## config.mk

```make
export PLATFORM = sky130hd
export DESIGN_NAME = proximity_stepper_indicator_unit
export DESIGN_NICKNAME = d
export VERILOG_FILES = /design/src/design/psi_pkg.sv /design/src/design/psi_skid.sv /design/src/design/psi_core.sv /design/src/design/proximity_stepper_indicator_unit.sv
export SDC_FILE = /design/constraint.sdc
export NUM_CORES = 1
export LEC_CHECK = 0
export BUFFER_PORTS_ARGS = -buffer_cell sky130_fd_sc_hd__buf_2
export CORE_MARGIN = 5
export CORE_UTILIZATION = 59
export DETAILED_ROUTE_END_ITERATION = 16
export PLACE_DENSITY = 0.77
export SLEW_MARGIN = 10
export SYNTH_ARGS = -nofsm -noshare
export SYNTH_HDL_FRONTEND = slang
export SYNTH_SLANG_ARGS = --single-unit
```

## constraint.sdc

```tcl
create_clock -name aclk -period 6.8 [get_ports aclk]
set_input_delay 1.36 -clock aclk [delete_from_list [all_inputs] [get_ports aclk]]
set_output_delay 1.36 -clock aclk [all_outputs]
set_load 0.01 [all_outputs]
```

## src/design/psi_pkg.sv

```systemverilog
package psi_pkg;

    localparam int POSITION_BITS_DEFAULT = 12;
    localparam int TIMER_BITS_DEFAULT    = 20;

    localparam int PERIOD_BITS    = 20;
    localparam int TARGET_BITS    = 12;
    localparam int OUT_POS_BITS   = 12;
    localparam int CFG_INDEX_BITS = 3;
    localparam int CFG_DATA_BITS  = 20;

    localparam logic [PERIOD_BITS-1:0] STEP_PERIOD_RESET     = 20'd800;
    localparam logic [PERIOD_BITS-1:0] BLINK_PERIOD_RESET    = 20'd400000;
    localparam logic [PERIOD_BITS-1:0] DEBOUNCE_PERIOD_RESET = 20'd100000;
    localparam logic [TARGET_BITS-1:0] APPROACH_POS_RESET    = 12'd900;
    localparam logic [TARGET_BITS-1:0] CLOSE_POS_RESET       = 12'd1800;

    localparam logic [1:0] LIGHT_DARK = 2'b00;
    localparam logic [1:0] LIGHT_BLUE = 2'b01;
    localparam logic [1:0] LIGHT_RED  = 2'b10;

    typedef enum logic [1:0] {
        OP_TICK       = 2'd0,
        OP_MESSAGE    = 2'd1,
        OP_DISCONNECT = 2'd2
    } op_t;

    typedef enum logic [1:0] {
        LEVEL_SAFE     = 2'd0,
        LEVEL_APPROACH = 2'd1,
        LEVEL_CLOSE    = 2'd2
    } level_t;

    typedef enum logic [CFG_INDEX_BITS-1:0] {
        CFG_STEP_PERIOD     = 3'd0,
        CFG_BLINK_PERIOD    = 3'd1,
        CFG_DEBOUNCE_PERIOD = 3'd2,
        CFG_APPROACH_POS    = 3'd3,
        CFG_CLOSE_POS       = 3'd4
    } cfg_index_t;

    typedef struct packed {
        logic [3:0]              coils;
        logic                    light_blue;
        logic                    light_red;
        logic [OUT_POS_BITS-1:0] motor_position;
        logic [1:0]              proximity;
        logic                    paused;
    } result_t;

    function automatic logic [3:0] half_step_coils(input logic [2:0] phase);
        logic [3:0] coils;
        case (phase)
            3'd0: coils = 4'h1;
            3'd1: coils = 4'h3;
            3'd2: coils = 4'h2;
            3'd3: coils = 4'h6;
            3'd4: coils = 4'h4;
            3'd5: coils = 4'hC;
            3'd6: coils = 4'h8;
            3'd7: coils = 4'h9;
            default: coils = 4'h0;
        endcase
        return coils;
    endfunction

endpackage

```

## src/design/psi_skid.sv

```systemverilog
module psi_skid
    import psi_pkg::*;
(
    input  logic    aclk,
    input  logic    aresetn,
    input  logic    in_valid,
    output logic    in_ready,
    input  result_t in_data,
    output logic    out_valid,
    input  logic    out_ready,
    output result_t out_data
);

    logic    out_valid_reg, out_valid_next;
    result_t out_data_reg, out_data_next;
    logic    hold_valid_reg, hold_valid_next;
    result_t hold_data_reg, hold_data_next;
    logic    push;

    assign in_ready  = !hold_valid_reg;
    assign push      = in_valid && in_ready;
    assign out_valid = out_valid_reg;
    assign out_data  = out_data_reg;

    always_comb begin
        out_valid_next  = out_valid_reg;
        out_data_next   = out_data_reg;
        hold_valid_next = hold_valid_reg;
        hold_data_next  = hold_data_reg;
        if (!out_valid_reg || out_ready) begin
            out_valid_next  = hold_valid_reg || push;
            out_data_next   = hold_valid_reg ? hold_data_reg : in_data;
            hold_valid_next = 1'b0;
        end else if (push) begin
            // park the word while the output is stalled
            hold_valid_next = 1'b1;
            hold_data_next  = in_data;
        end
    end

    always_ff @(posedge aclk) begin
        if (!aresetn) begin
            out_valid_reg  <= 1'b0;
            hold_valid_reg <= 1'b0;
        end else begin
            out_valid_reg  <= out_valid_next;
            hold_valid_reg <= hold_valid_next;
        end
        out_data_reg  <= out_data_next;
        hold_data_reg <= hold_data_next;
    end

endmodule

```

## src/design/psi_core.sv

```systemverilog
module psi_core
    import psi_pkg::*;
#(
    parameter int POSITION_BITS = POSITION_BITS_DEFAULT,
    parameter int TIMER_BITS    = TIMER_BITS_DEFAULT
) (
    input  logic                      aclk,
    input  logic                      aresetn,
    input  logic                      cfg_write_enable,
    input  logic [CFG_INDEX_BITS-1:0] cfg_index,
    input  logic [CFG_DATA_BITS-1:0]  cfg_data,
    input  logic                      accept,
    input  logic [1:0]                op,
    input  logic [1:0]                message_state,
    input  logic                      button_low,
    output result_t                   result
);

    localparam int CMP_BITS = (TIMER_BITS > PERIOD_BITS) ? TIMER_BITS : PERIOD_BITS;
    localparam logic [TIMER_BITS-1:0] TIMER_MAX = {TIMER_BITS{1'b1}};
    localparam logic [POSITION_BITS-1:0] POSITION_ONE = {{(POSITION_BITS-1){1'b0}}, 1'b1};

    logic [PERIOD_BITS-1:0] step_period_reg, blink_period_reg, debounce_period_reg;
    logic [TARGET_BITS-1:0] approach_pos_reg, close_pos_reg;

    logic [POSITION_BITS-1:0] position_reg, position_next;
    logic [POSITION_BITS-1:0] target_reg, target_next;
    logic [2:0]               phase_reg, phase_next;
    level_t                   level_reg, level_next;
    logic                     pause_reg, pause_next;
    logic                     blink_reg, blink_next;
    logic [3:0]               coil_reg, coil_next;
    logic [1:0]               light_reg, light_next;
    logic [TIMER_BITS-1:0]    step_elapsed_reg, step_elapsed_next;
    logic [TIMER_BITS-1:0]    blink_elapsed_reg, blink_elapsed_next;
    logic [TIMER_BITS-1:0]    press_elapsed_reg, press_elapsed_next;

    logic [POSITION_BITS-1:0] approach_target, close_target;

    assign approach_target = POSITION_BITS'(approach_pos_reg);
    assign close_target    = POSITION_BITS'(close_pos_reg);

    always_comb begin
        logic [TIMER_BITS-1:0]    step_inc, blink_inc, press_inc;
        logic                     up;
        level_t                   msg_level;
        step_inc = (step_elapsed_reg == TIMER_MAX) ? TIMER_MAX
                 : step_elapsed_reg + {{(TIMER_BITS-1){1'b0}}, 1'b1};
        blink_inc = (blink_elapsed_reg == TIMER_MAX) ? TIMER_MAX
                  : blink_elapsed_reg + {{(TIMER_BITS-1){1'b0}}, 1'b1};
        press_inc = (press_elapsed_reg == TIMER_MAX) ? TIMER_MAX
                  : press_elapsed_reg + {{(TIMER_BITS-1){1'b0}}, 1'b1};
        up        = target_reg > position_reg;
        msg_level = level_t'(message_state);

        position_next      = position_reg;
        target_next        = target_reg;
        phase_next         = phase_reg;
        level_next         = level_reg;
        pause_next         = pause_reg;
        blink_next         = blink_reg;
        coil_next          = coil_reg;
        light_next         = light_reg;
        step_elapsed_next  = step_elapsed_reg;
        blink_elapsed_next = blink_elapsed_reg;
        press_elapsed_next = press_elapsed_reg;

        case (op_t'(op))
            OP_TICK: begin
                step_elapsed_next  = step_inc;
                blink_elapsed_next = blink_inc;
                press_elapsed_next = press_inc;
                if (CMP_BITS'(step_inc) >= CMP_BITS'(step_period_reg)) begin
                    step_elapsed_next = '0;
                    if (position_reg != target_reg) begin
                        phase_next    = up ? phase_reg - 3'd1 : phase_reg + 3'd1;
                        position_next = up ? position_reg + POSITION_ONE
                                           : position_reg - POSITION_ONE;
                        coil_next     = (position_next == target_reg) ? 4'h0
                                      : half_step_coils(phase_next);
                    end
                end
                if (level_reg == LEVEL_APPROACH && !pause_reg &&
                    CMP_BITS'(blink_inc) >= CMP_BITS'(blink_period_reg)) begin
                    blink_elapsed_next = '0;
                    blink_next         = !blink_reg;
                    light_next         = blink_next ? LIGHT_RED : LIGHT_DARK;
                end
                if (button_low && CMP_BITS'(press_inc) > CMP_BITS'(debounce_period_reg)) begin
                    press_elapsed_next = '0;
                    pause_next         = !pause_reg;
                    if (pause_next) begin
                        light_next  = LIGHT_BLUE;
                        target_next = '0;
                    end else begin
                        case (level_reg)
                            LEVEL_SAFE: begin
                                light_next  = LIGHT_BLUE;
                                target_next = '0;
                            end
                            LEVEL_APPROACH: begin
                                target_next = approach_target;
                            end
                            LEVEL_CLOSE: begin
                                light_next  = LIGHT_RED;
                                target_next = close_target;
                            end
                            default: begin
                                target_next = '0;
                            end
                        endcase
                    end
                end
            end
            OP_MESSAGE: begin
                if (message_state <= 2'(LEVEL_CLOSE)) begin
                    if (pause_reg) begin
                        level_next = msg_level;
                    end else if (msg_level != level_reg) begin
                        level_next = msg_level;
                        case (msg_level)
                            LEVEL_SAFE: begin
                                light_next  = LIGHT_BLUE;
                                target_next = '0;
                            end
                            LEVEL_APPROACH: begin
                                target_next = approach_target;
                            end
                            LEVEL_CLOSE: begin
                                light_next  = LIGHT_RED;
                                target_next = close_target;
                            end
                            default: begin
                                target_next = '0;
                            end
                        endcase
                    end
                end
            end
            OP_DISCONNECT: begin
                pause_next  = 1'b0;
                level_next  = LEVEL_SAFE;
                target_next = '0;
                light_next  = LIGHT_BLUE;
            end
            default: begin
            end
        endcase
    end

    assign result.coils          = coil_next;
    assign result.light_blue     = light_next[0];
    assign result.light_red      = light_next[1];
    assign result.motor_position = OUT_POS_BITS'(position_next);
    assign result.proximity      = level_next;
    assign result.paused         = pause_next;

    always_ff @(posedge aclk) begin
        if (!aresetn) begin
            step_period_reg     <= STEP_PERIOD_RESET;
            blink_period_reg    <= BLINK_PERIOD_RESET;
            debounce_period_reg <= DEBOUNCE_PERIOD_RESET;
            approach_pos_reg    <= APPROACH_POS_RESET;
            close_pos_reg       <= CLOSE_POS_RESET;
        end else if (cfg_write_enable) begin
            case (cfg_index_t'(cfg_index))
                CFG_STEP_PERIOD:     step_period_reg     <= cfg_data;
                CFG_BLINK_PERIOD:    blink_period_reg    <= cfg_data;
                CFG_DEBOUNCE_PERIOD: debounce_period_reg <= cfg_data;
                CFG_APPROACH_POS:    approach_pos_reg    <= cfg_data[TARGET_BITS-1:0];
                CFG_CLOSE_POS:       close_pos_reg       <= cfg_data[TARGET_BITS-1:0];
                default: begin
                end
            endcase
        end
    end

    always_ff @(posedge aclk) begin
        if (!aresetn) begin
            position_reg      <= '0;
            target_reg        <= '0;
            phase_reg         <= '0;
            level_reg         <= LEVEL_SAFE;
            pause_reg         <= 1'b0;
            blink_reg         <= 1'b0;
            coil_reg          <= '0;
            light_reg         <= LIGHT_BLUE;
            step_elapsed_reg  <= '0;
            blink_elapsed_reg <= '0;
            press_elapsed_reg <= '0;
        end else if (accept) begin
            position_reg      <= position_next;
            target_reg        <= target_next;
            phase_reg         <= phase_next;
            level_reg         <= level_next;
            pause_reg         <= pause_next;
            blink_reg         <= blink_next;
            coil_reg          <= coil_next;
            light_reg         <= light_next;
            step_elapsed_reg  <= step_elapsed_next;
            blink_elapsed_reg <= blink_elapsed_next;
            press_elapsed_reg <= press_elapsed_next;
        end
    end

endmodule

```

## src/design/proximity_stepper_indicator_unit.sv

```systemverilog
// Half-step stepper pointer and indicator light controller. Each input word
// (a microsecond tick with the button level, a proximity message, or a link
// disconnect) updates the motor, light, level, pause and timer state, and its
// status word is registered in the output buffer and shown on the m_ channel.
// One word is taken every cycle while s_ready is high; a two-word output
// buffer lets s_ready stay high for one more word while m_ready is low.
// Reset is synchronous, with no clearing pass. Write the configuration
// registers only while no word is in flight.
module proximity_stepper_indicator_unit
    import psi_pkg::*;
#(
    parameter int POSITION_BITS = POSITION_BITS_DEFAULT,
    parameter int TIMER_BITS    = TIMER_BITS_DEFAULT
) (
    input  logic                      aclk,
    input  logic                      aresetn,
    input  logic                      cfg_write_enable,
    input  logic [CFG_INDEX_BITS-1:0] cfg_index,
    input  logic [CFG_DATA_BITS-1:0]  cfg_data,
    input  logic                      s_valid,
    output logic                      s_ready,
    input  logic [1:0]                s_op,
    input  logic [1:0]                s_message_state,
    input  logic                      s_button_low,
    output logic                      m_valid,
    input  logic                      m_ready,
    output logic [3:0]                m_coils,
    output logic                      m_light_blue,
    output logic                      m_light_red,
    output logic [OUT_POS_BITS-1:0]   m_motor_position,
    output logic [1:0]                m_proximity,
    output logic                      m_paused
);

    logic    accept;
    result_t core_result;
    result_t out_word;

    assign accept = s_valid && s_ready;

    psi_core #(
        .POSITION_BITS (POSITION_BITS),
        .TIMER_BITS    (TIMER_BITS)
    ) u_core (
        .aclk             (aclk),
        .aresetn          (aresetn),
        .cfg_write_enable (cfg_write_enable),
        .cfg_index        (cfg_index),
        .cfg_data         (cfg_data),
        .accept           (accept),
        .op               (s_op),
        .message_state    (s_message_state),
        .button_low       (s_button_low),
        .result           (core_result)
    );

    psi_skid u_skid (
        .aclk      (aclk),
        .aresetn   (aresetn),
        .in_valid  (s_valid),
        .in_ready  (s_ready),
        .in_data   (core_result),
        .out_valid (m_valid),
        .out_ready (m_ready),
        .out_data  (out_word)
    );

    assign m_coils          = out_word.coils;
    assign m_light_blue     = out_word.light_blue;
    assign m_light_red      = out_word.light_red;
    assign m_motor_position = out_word.motor_position;
    assign m_proximity      = out_word.proximity;
    assign m_paused         = out_word.paused;

endmodule

```

; ---- After elaboration in Yosys (flattened, before gate mapping)
; Memory sizes are Yosys's and may differ from the RTL's.
; Cells that the tools add are included.
[word_totals]
ff_bits = 225
romBits = 32
wordCells = 131
memories = 1
[op_classes]
n_addsub = 7
n_lt_le_gt_ge = 5
eq_ne = 20
n_mux = 40
n_bitwise = 2
n_reduce_logical = 26
[memory_table]
columns = name, depth, word_bits, rd, rd_ports_with_merged_regs, wr, line_no
row1 = (no name shown), 8, 4, 1, 0, 0, psi_pkg.sv:53  ; case (phase)
[ops]
columns = op, n
row1 = 20-bit 2-to-1 mux, 6
row2 = 12-bit 2-to-1 mux, 9
row3 = "20-bit by 1-bit adder with 20-bit output, second input constant", 3
row4 = "20-bit equality test, second input constant", 3
row5 = 12-bit case mux with 2 select lines, 2
row6 = 20-bit >= comparator, 2
row7 = 12-bit case mux with 3 select lines, 1
row8 = 21-bit 2-to-1 mux, 1
row9 = 20-bit greater-than comparator, 1
row10 = 2-bit 2-to-1 mux, 10
row11 = 4-bit 2-to-1 mux, 4
row12 = 2-bit AND reduction, 7
row13 = "12-bit by 1-bit adder with 12-bit output, second input constant", 1
row14 = 12-bit equality test, 1
row15 = 12-bit greater-than comparator, 1
row16 = 12-bit != test, 1
row17 = 2-bit case mux with 2 select lines, 3
row18 = "12-bit by 1-bit subtractor with 12-bit output, second input constant", 1
row19 = "2-bit by 1-bit equality test with 1-bit output, second input constant", 3
row20 = "2-bit equality test, second input constant", 3
row21 = "3-bit by 2-bit equality test with 1-bit output, second input constant", 2
row22 = 2-bit logical NOT, 3
row23 = "2-bit by 1-bit != test with 1-bit output, second input constant", 3
row24 = 2-bit case mux with 3 select lines, 1
row25 = 20 further kinds, 28

; ---- Depth between registers and ports, before layout
; Gate-level depths: netlist of run 1.
[logic_depth]
ltp_word = 10
depth_mapped = 20

; ---- By module
; A second synthesis of run 1 with hierarchy kept.
[hier_totals]
cells_unflattened = 1525
area_unflattened_um2 = 12852.3
[by_module_without_submodules]
columns = module, instances, cells_per_inst, area_each_um2
row1 = psi_core, 1, 1450, 11154.4
row2 = psi_skid, 1, 74, 1691.6
row3 = proximity_stepper_indicator_unit, 1, 1, 6.3

; ---- Worst setup path after synthesis of run 1
; Ideal clock, no wire load.
[synth_timing]
path_kind = reg-to-reg
start = reg u_core.position_reg[1]
end = reg u_skid.out_data_reg, in the netlist u_skid.out_data[18] (data pin)
t_arrival_ns = 4.488
t_required_ns = 6.540
slack_ns = 2.053
stages_incl_launch_ff = 18
path_cell_list = dfxtp_1 -> inv_1 -> ha_1 -> nor2b_1 -> o21ai_0 -> a21boi_1 -> o41a_1 -> inv_1 -> ha_1 -> a2111oi_4 -> o21ai_2 -> a31oi_4 -> o311ai_0 -> or4_1 -> or4_1 -> buf_2 -> a22o_1 -> mux2_2
[synth_lines]
columns = item, line_no
row1 = start: declaration, psi_core.sv:26  ; logic [POSITION_BITS-1:0] position_reg, position_next;
row2 = start signal: assignment, psi_core.sv:192  ; position_reg <= position_next;
row3 = end signal: assignment, psi_skid.sv:49  ; out_data_reg <= out_data_next;
row4 = end: declaration, psi_skid.sv:15  ; result_t out_data_reg, out_data_next;

; ---- Worst setup path in the final report of run 1
[layout_timing]
start = reg u_core.step_elapsed_reg[0]
end = reg u_core.position_reg[3]
[layout_via]
elab_chain_cells = 5
word_cells_on_any_way = 6
cone_classes = add/sub: 1 / order compare: 1 / eq/ne: 1 / mux: 3
[layout_lines]
columns = item, line_no
row1 = start: declaration, psi_core.sv:34  ; logic [TIMER_BITS-1:0] step_elapsed_reg, step_elapsed_next;
row2 = start signal: assignment, psi_core.sv:200  ; step_elapsed_reg <= step_elapsed_next;
row3 = 20-bit by 1-bit adder with 20-bit output / 20-bit equality test (equally long branches), "psi_core.sv:48, psi_core.sv:47"
row4 = 20-bit 2-to-1 mux *, psi_core.sv:47  ; step_inc = (step_elapsed_reg == TIMER_MAX) ? TIMER_MAX
row5 = 20-bit >= comparator *, psi_core.sv:73  ; if (CMP_BITS'(step_inc) >= CMP_BITS'(step_period_reg)) begin
row6 = 12-bit 2-to-1 mux *, psi_core.sv:73
row7 = 12-bit 2-to-1 mux *, psi_core.sv:68  ; case (op_t'(op))
; Mark *: on every way between the ends. The rest lies on a longest branch, timed or not.
; A chain may end at the register's enable or synchronous reset.

==> results of run 1 <==
[final timing paths]
check | start | to | slack [ps]
setup reg to reg | u_core.step_elapsed_reg[0] | u_core.position_reg[3] | 1180
setup / recovery | u_core.step_elapsed_reg[0] | u_core.position_reg[3] | 1180
hold reg to reg | u_core.step_period_reg[12] | u_core.step_period_reg[12] | 450
hold / removal | u_core.step_period_reg[12] | u_core.step_period_reg[12] | 450
[where the power goes]
group          total (uW)  internal (uW)  switching, uW  leakage, uW
registers            1410           1390           18.8      0.00191
logic                 377            135            242      0.00328
clock network        1290            753            538     0.000385
[layer usage]
metal	GRT usage, %	vias to the layer above
li1	-	5278
met1	32.5	4964
met2	41.5	297
met3	2.72	61
met4	9.09	0
met5	0	-
[cell usage after synthesis, types with 7 or more instances]
master	n	area [sq um]
nand2_1	303	1140
dfxtp_1	183	3660
a21oi_1	171	856
ha_1	98	1230
nand3_1	88	440
inv_1	87	327
clkbuf_1	79	297
nor2_1	70	263
edfxtp_1	42	1260
o21ai_0	38	190
xor2_1	31	272
xnor2_1	30	263
mux2_2	28	315
nor2b_1	28	175
nor3_1	24	120
a21o_1	23	173
nand4_1	21	131
o211ai_1	18	135
and3_1	17	106
a221oi_1	13	114
a211oi_1	10	75.1
a22oi_1	10	75.1
a31oi_1	10	62.6
nand2b_1	9	56.3
and2_1	8	50.1
o21a_1	8	60.1
a22o_1	7	61.3
and4_1	7	61.3
or3_1	7	43.8
[layout make-up]
type	count	area share [%]
clock buffers	33	5.10
clock inverters	11	0.605
inverters	88	2.44
multi-input cells	1124	50.9
flip-flops and latches	225	36.1
well taps	275	2.52
repair buffers	62	2.40
[cell families (layout without fill, tap and decap cells)]
| group | Yosys count | count (layout) |
|---|---|---|
| simple gates | 599 | 599 |
| compound gates | 332 | 332 |
| flops | 225 | 225 |
| buf+inv | 171 | 194 |
| fa+ha+maj | 100 | 100 |
| xor+xnor | 62 | 62 |
| mux | 31 | 31 |
[through the flow]
step	instances	worst slack, ps	utilization [%]	power, uW	area, sq um
2_1_floorplan	1520	2050	-	1700	12500
3_3_place_gp	1774	1490	61.4	1800	12900
3_5_place_dp	1774	1310	61.4	1810	12900
4_1_cts	1818	1260	65.1	3100	13700
5_1_grt	1818	865	65.1	3200	13700
6_report	1818	1180	65.1	3080	13700
[critical path: cells and delay by family (launching register included)]
family	cells	cell delay, ps
AO/OA/AOI/OAI	5	1690
adder cells (fa/ha/maj)	2	540
AND/OR/NAND/NOR	8	2570
flip-flops	1	380
buffers and inverters	1	320
==> key figures, run 1 <==
Setup path
  – CP Data Arrival Time: around 6100 ps
  – Critical path data required time: between 7000 and 8000 ps
  – CP cell instances: ha_1 > nand3_1 > nor2_1 > nand3_1 > or3_1 > o21ai_0 > ha_1 > and3_1 > a221oi_1 > o21a_1 > o2111a_1 > nand3b_1 > buf_4 > nand2b_1 > nand2_1 > a21oi_1
  – Crit path largest cell delay: around 790 ps
  – CP Launch Type: flip-flop
  – Reg2reg path depth: 16
  – CP Class: flip-flop to flip-flop
  – Kind of end point of the critical path: flip-flop
  – Worst-path fanout max: 25
  – CP max stage cell: o2111a_1

Timing
  – Worst Tran Pin Value: 1190 ps
  – Fin Clk Skew: ~14 ps
  – Crit path time final: about 5600 ps
  – Period utilization: between 80% and 90%
  – Max Fclk: around 0.18 GHz
  – RSZ-0062 raised after global routing: no
  – Final setup fails: 0
  – Setup TNS: 0 ps
  – WHS: 454 ps
  – Max_slew headroom: between 20% and 30%
  – Fin. max-slew vios: 0
  – Hold Vio Cnt, Final: 0

Yosys
  – Largest family of logic cells by synthesized area: simple AND/OR/NAND/NOR gates
  – Main synth FF type: dfxtp_1
  – Asr flop ratio synth: 0%
  – Compound-cell area share of the yosys netlist: 16.4%
  – Mapped Avg Cell Area: approximately 8 sq um
  – Number of library cell types mapped by synthesis: between 60 and 70
  – Synthesized flop and latch total: about 230
  – Gate Count Post-Synth: between 1500 and 2000
  – Mux share of post-synthesis cell area: ~2.8%
  – Xor and xnor area share after synthesis: under 10%
  – Synth Area in Simple Gates: between 20% and 30%
  – Mapped Area: around 12000 sq um
  – Synth Area in Adders: between 10% and 20%
  – Sequential area share after synthesis: between 30% and 40%
  – EDFF count, synth: 42
  – Syn nets: ~1700
  – YS warnings: 0

Global route
  – Gr usage total: between 20% and 30%
  – Pin count of the biggest net entering global routing: between 100 and 150
  – Initial antenna violation count: 0
  – Global-route wire length before repair: roughly 49000 um
  – GRT overflow: 0
  – Vias in the first global route: 9937

Drt
  – Met3 routed WL: 1560 um
  – Met2 WL: 14400 um
  – Via density: between 5 and 6
  – Via count: 10600
  – Drt first pass iters: 5
  – DRT iter0 DRCs: between 700 and 800
  – Total wire length: between 30000 and 40000 um
  – Routed met1 length: 13100 um
  – DR WL/cell: ~17 um
  – Max Used Layer: met4
  – ANT nets after route: 0
  – Drt drc: 0

Layout
  – Nets: 1658
  – Most frequent cells in the layout: nand2_1 (302), dfxtp_1 (183), a21oi_1 (171)
  – Area of the multi-input gates: about 6900 sq um
  – # fillers: 1764
  – Reg area: 4920 sq um
  – Area Overhead vs Synth: 9.21%
  – Antenna Cells: 0
  – Share of cells above drive strength 1: around 9.2%
  – Most common cell after layout, fill and taps aside: nand2_1

Worst hold path
  – Hold depth: 2
  – Hold Path Class: flip-flop to flip-flop

Clock network
  – CTS tree: built
  – Worst skew pair latency: around 530 ps
  – Inserted Clock Buffers: 24
  – Clock sinks: 225
  – Root Buffer Master: clkbuf_16
  – H-tree lvl count: 1
  – CTS Buffer Depth: 3
  – Cts-stage hold buffer count: 0
  – Setup Buffers After CTS: 0
  – Cts repair resizes: 0
  – Worst-path clk slew: roughly 60 ps

Placement
  – Detailed placement HPWL: 20400 um
  – GPL Wtd Cong: 0.866
  – I/O Buffers: between 50 and 60

Floorplan
  – Site Rows: 53
  – Die height: 156 um
  – Die ar.: approximately 24000 sq um
  – Core Area: 21000 sq um
  – Horiz. Die Dim: ~160 um
  – Initial Util: slightly below 60%
  – Io pins: 56

Power and ir drop
  – Cell Pwr Density: between 200 and 250 nW/um^2
  – Static Leak: 0.00557 uW
  – Maximum vdd drop: between 150 and 200 uV

Status
  – Status: finished clean

Flow run
  – Max Cap Violations: 0
No activity file was read; power rests on OpenSTA's default activity.
==> run 2, diff against run 1 <==
- CORE_UTILIZATION: 59 -> 56
- PLACE_DENSITY: 0.77 -> 0.76
- clock period: 6.8 -> 4.8 ns (I/O delays scaled with it)
==> key figures, run 2 (synthesis results as in run 1) <==
Status
  – Status: finished clean

Global route
  – Initial antenna violation count: 0
  – Global-route wire length before repair: a little over 50000 um
  – GRT overflow: 0
  – Gr usage total: between 20% and 30%
  – Vias in the first global route: 10400
  – Pin count of the biggest net entering global routing: 97

Setup path
  – Worst r2r src: u_core.position_reg[10]
  – Crit path largest cell delay: 550 ps
  – CP max stage cell: or4_4
  – Crit path from: u_core.position_reg[10]
  – CP Class: flip-flop to flip-flop
  – CP Launch Type: flip-flop
  – Kind of end point of the critical path: flip-flop
  – CP Data Arrival Time: 4980 ps
  – CP cell instances: inv_1 > ha_1 > nand4_1 > nor2_2 > a21boi_2 > o41a_1 > inv_4 > fa_2 > xor2_1 > a211oi_1 > nand3_1 > a221oi_2 > o2111ai_1 > or4_4 > or4_4 > a22o_1 > mux2_2
  – Worst-path fanout max: 6
  – Cell repeated most along the worst path: or4_4
  – Critical path data required time: a little over 5000 ps

Timing
  – RSZ-0062 raised after global routing: yes
  – Fin. max-slew vios: 0
  – Final setup fails: 0
  – Fin Clk Skew: 8.58 ps
  – Max_slew headroom: 19.2%
  – WHS: around 450 ps
  – Crit path time final: between 4000 and 5000 ps
  – Worst Tran Pin Value: about 1200 ps
  – Hold Vio Cnt, Final: 0
  – Max Fclk: 0.212 GHz
  – Period utilization: between 90% and 100%

Drt
  – DRT iter0 DRCs: between 600 and 700
  – Total wire length: between 30000 and 40000 um
  – Drt drc: 0
  – Via count: around 11000
  – ANT nets after route: 0
  – DR WL/cell: 16.7 um
  – Via density: 5.80
  – Drt first pass iters: 5

Layout
  – Fin area: about 14000 sq um
  – Share of cells above drive strength 1: between 10% and 20%
  – Most frequent cells in the layout: nand2_1 (302), dfxtp_1 (182), a21oi_1 (169)
  – Antenna Cells: 0
  – Nets: ~1700
  – Most common cell after layout, fill and taps aside: nand2_1
  – Area Overhead vs Synth: 12.9%

Clock network
  – Inserted Clock Buffers: 25
  – Root Buffer Master: clkbuf_16
  – Worst skew pair latency: ~520 ps
  – H-tree lvl count: 1
  – Worst-path clk slew: 60 ps
  – Clock sinks: roughly 230
  – Cts-stage hold buffer count: 0
  – CTS Buffer Depth: 3
  – CTS tree: built

Worst hold path
  – Min-delay src: u_core.approach_pos_reg[3]
  – Hold Path Class: flip-flop to flip-flop

Power and ir drop
  – Overall power: ~4400 uW
  – Cell Pwr Density: ~310 nW/um^2
  – Maximum vdd drop: roughly 260 uV
  – Static Leak: slightly below 0.006 uW

Placement
  – I/O Buffers: 55
  – GPL Wtd Cong: ~0.9
  – Detailed placement HPWL: 21900 um
  – Area post-placement: 13200 sq um

Floorplan
  – Die ar.: 25400 sq um
  – Die height: roughly 160 um
  – Initial Util: 57.1%
  – Io pins: 56
  – Horiz. Die Dim: around 160 um
  – Site Rows: 54
  – Core Area: roughly 22000 sq um

Flow run
  – Max Cap Violations: 0
-- run 2: cell count changes in the layout (fill, tap and decap cells not counted), sizes merged --
cell,before,now
bufinv,1,0
clkinv,8,3
buf,62,108
clkinvlp,1,2
clkbuf,33,38
-- run 2: what timing repair did --
| item | CTS | global route |
|---|---|---|
| endpoints found under the setup margin | 3 | 19 |
| buffers inserted | 0 | 2 |
| cloned | 0 | 0 |
| resized for setup | 5 | 22 |
| pin swaps | 0 | 7 |
-- run 2: layout make-up --
class	instances	area (sq um)
multi-input cells	1124	7060
fillers	1868	7780
flip-flops and latches	225	4930
repair buffers	108	686
well taps	280	350
inverters	88	335
clock buffers	38	714
clock inverters	6	36.3
-- run 2: path summary, 6_finish.rpt --
path / end / slack [ps] / cells past startpoint
setup / recovery: u_skid.out_data[20] / 90 / 17
hold / removal: u_core.approach_pos_reg[3] / 450 / 2
setup reg to reg: u_skid.out_data[20] / 90 / 17
hold reg to reg: u_core.approach_pos_reg[3] / 450 / 2
-- run 2: metrics by stage --
step	setup TNS (ps)	util, %	cells	setup slack, ps
floorplan	0	-	1520	52.7
global placement	0	60.4	1823	38.5
detailed placement	-430	60.4	1823	-166
CTS	0	63.9	1867	5.89
global route	-139	64.4	1869	-62.5
finish	0	64.4	1869	86.0
-- run 2: where the power goes --
part	internal (uW)	total, uW	switching [uW]
clock network	1020	1780	754
registers	1970	1990	24.5
logic	263	653	390
total	3250	4420	1170
-- run 2: routing by layer --
metal / global-route usage (%) / part of all wire (%)
met5: 0 / 0
met3: 3.13 / 4.8
met4: 8.10 / 3.6
met1: 31.0 / 44
met2: 39.9 / 48
-- run 2: critical path: cells and delay by family, from the launching register on --
kind	cells	cell delay (ps)
buffers and inverters	2	180
AOI/OAI and AO/OA	6	1360
DFF	1	330
adders and majority gates	2	790
and+or+nand+nor	5	1380
muxes	1	270
xor gates and xnor gates	1	160
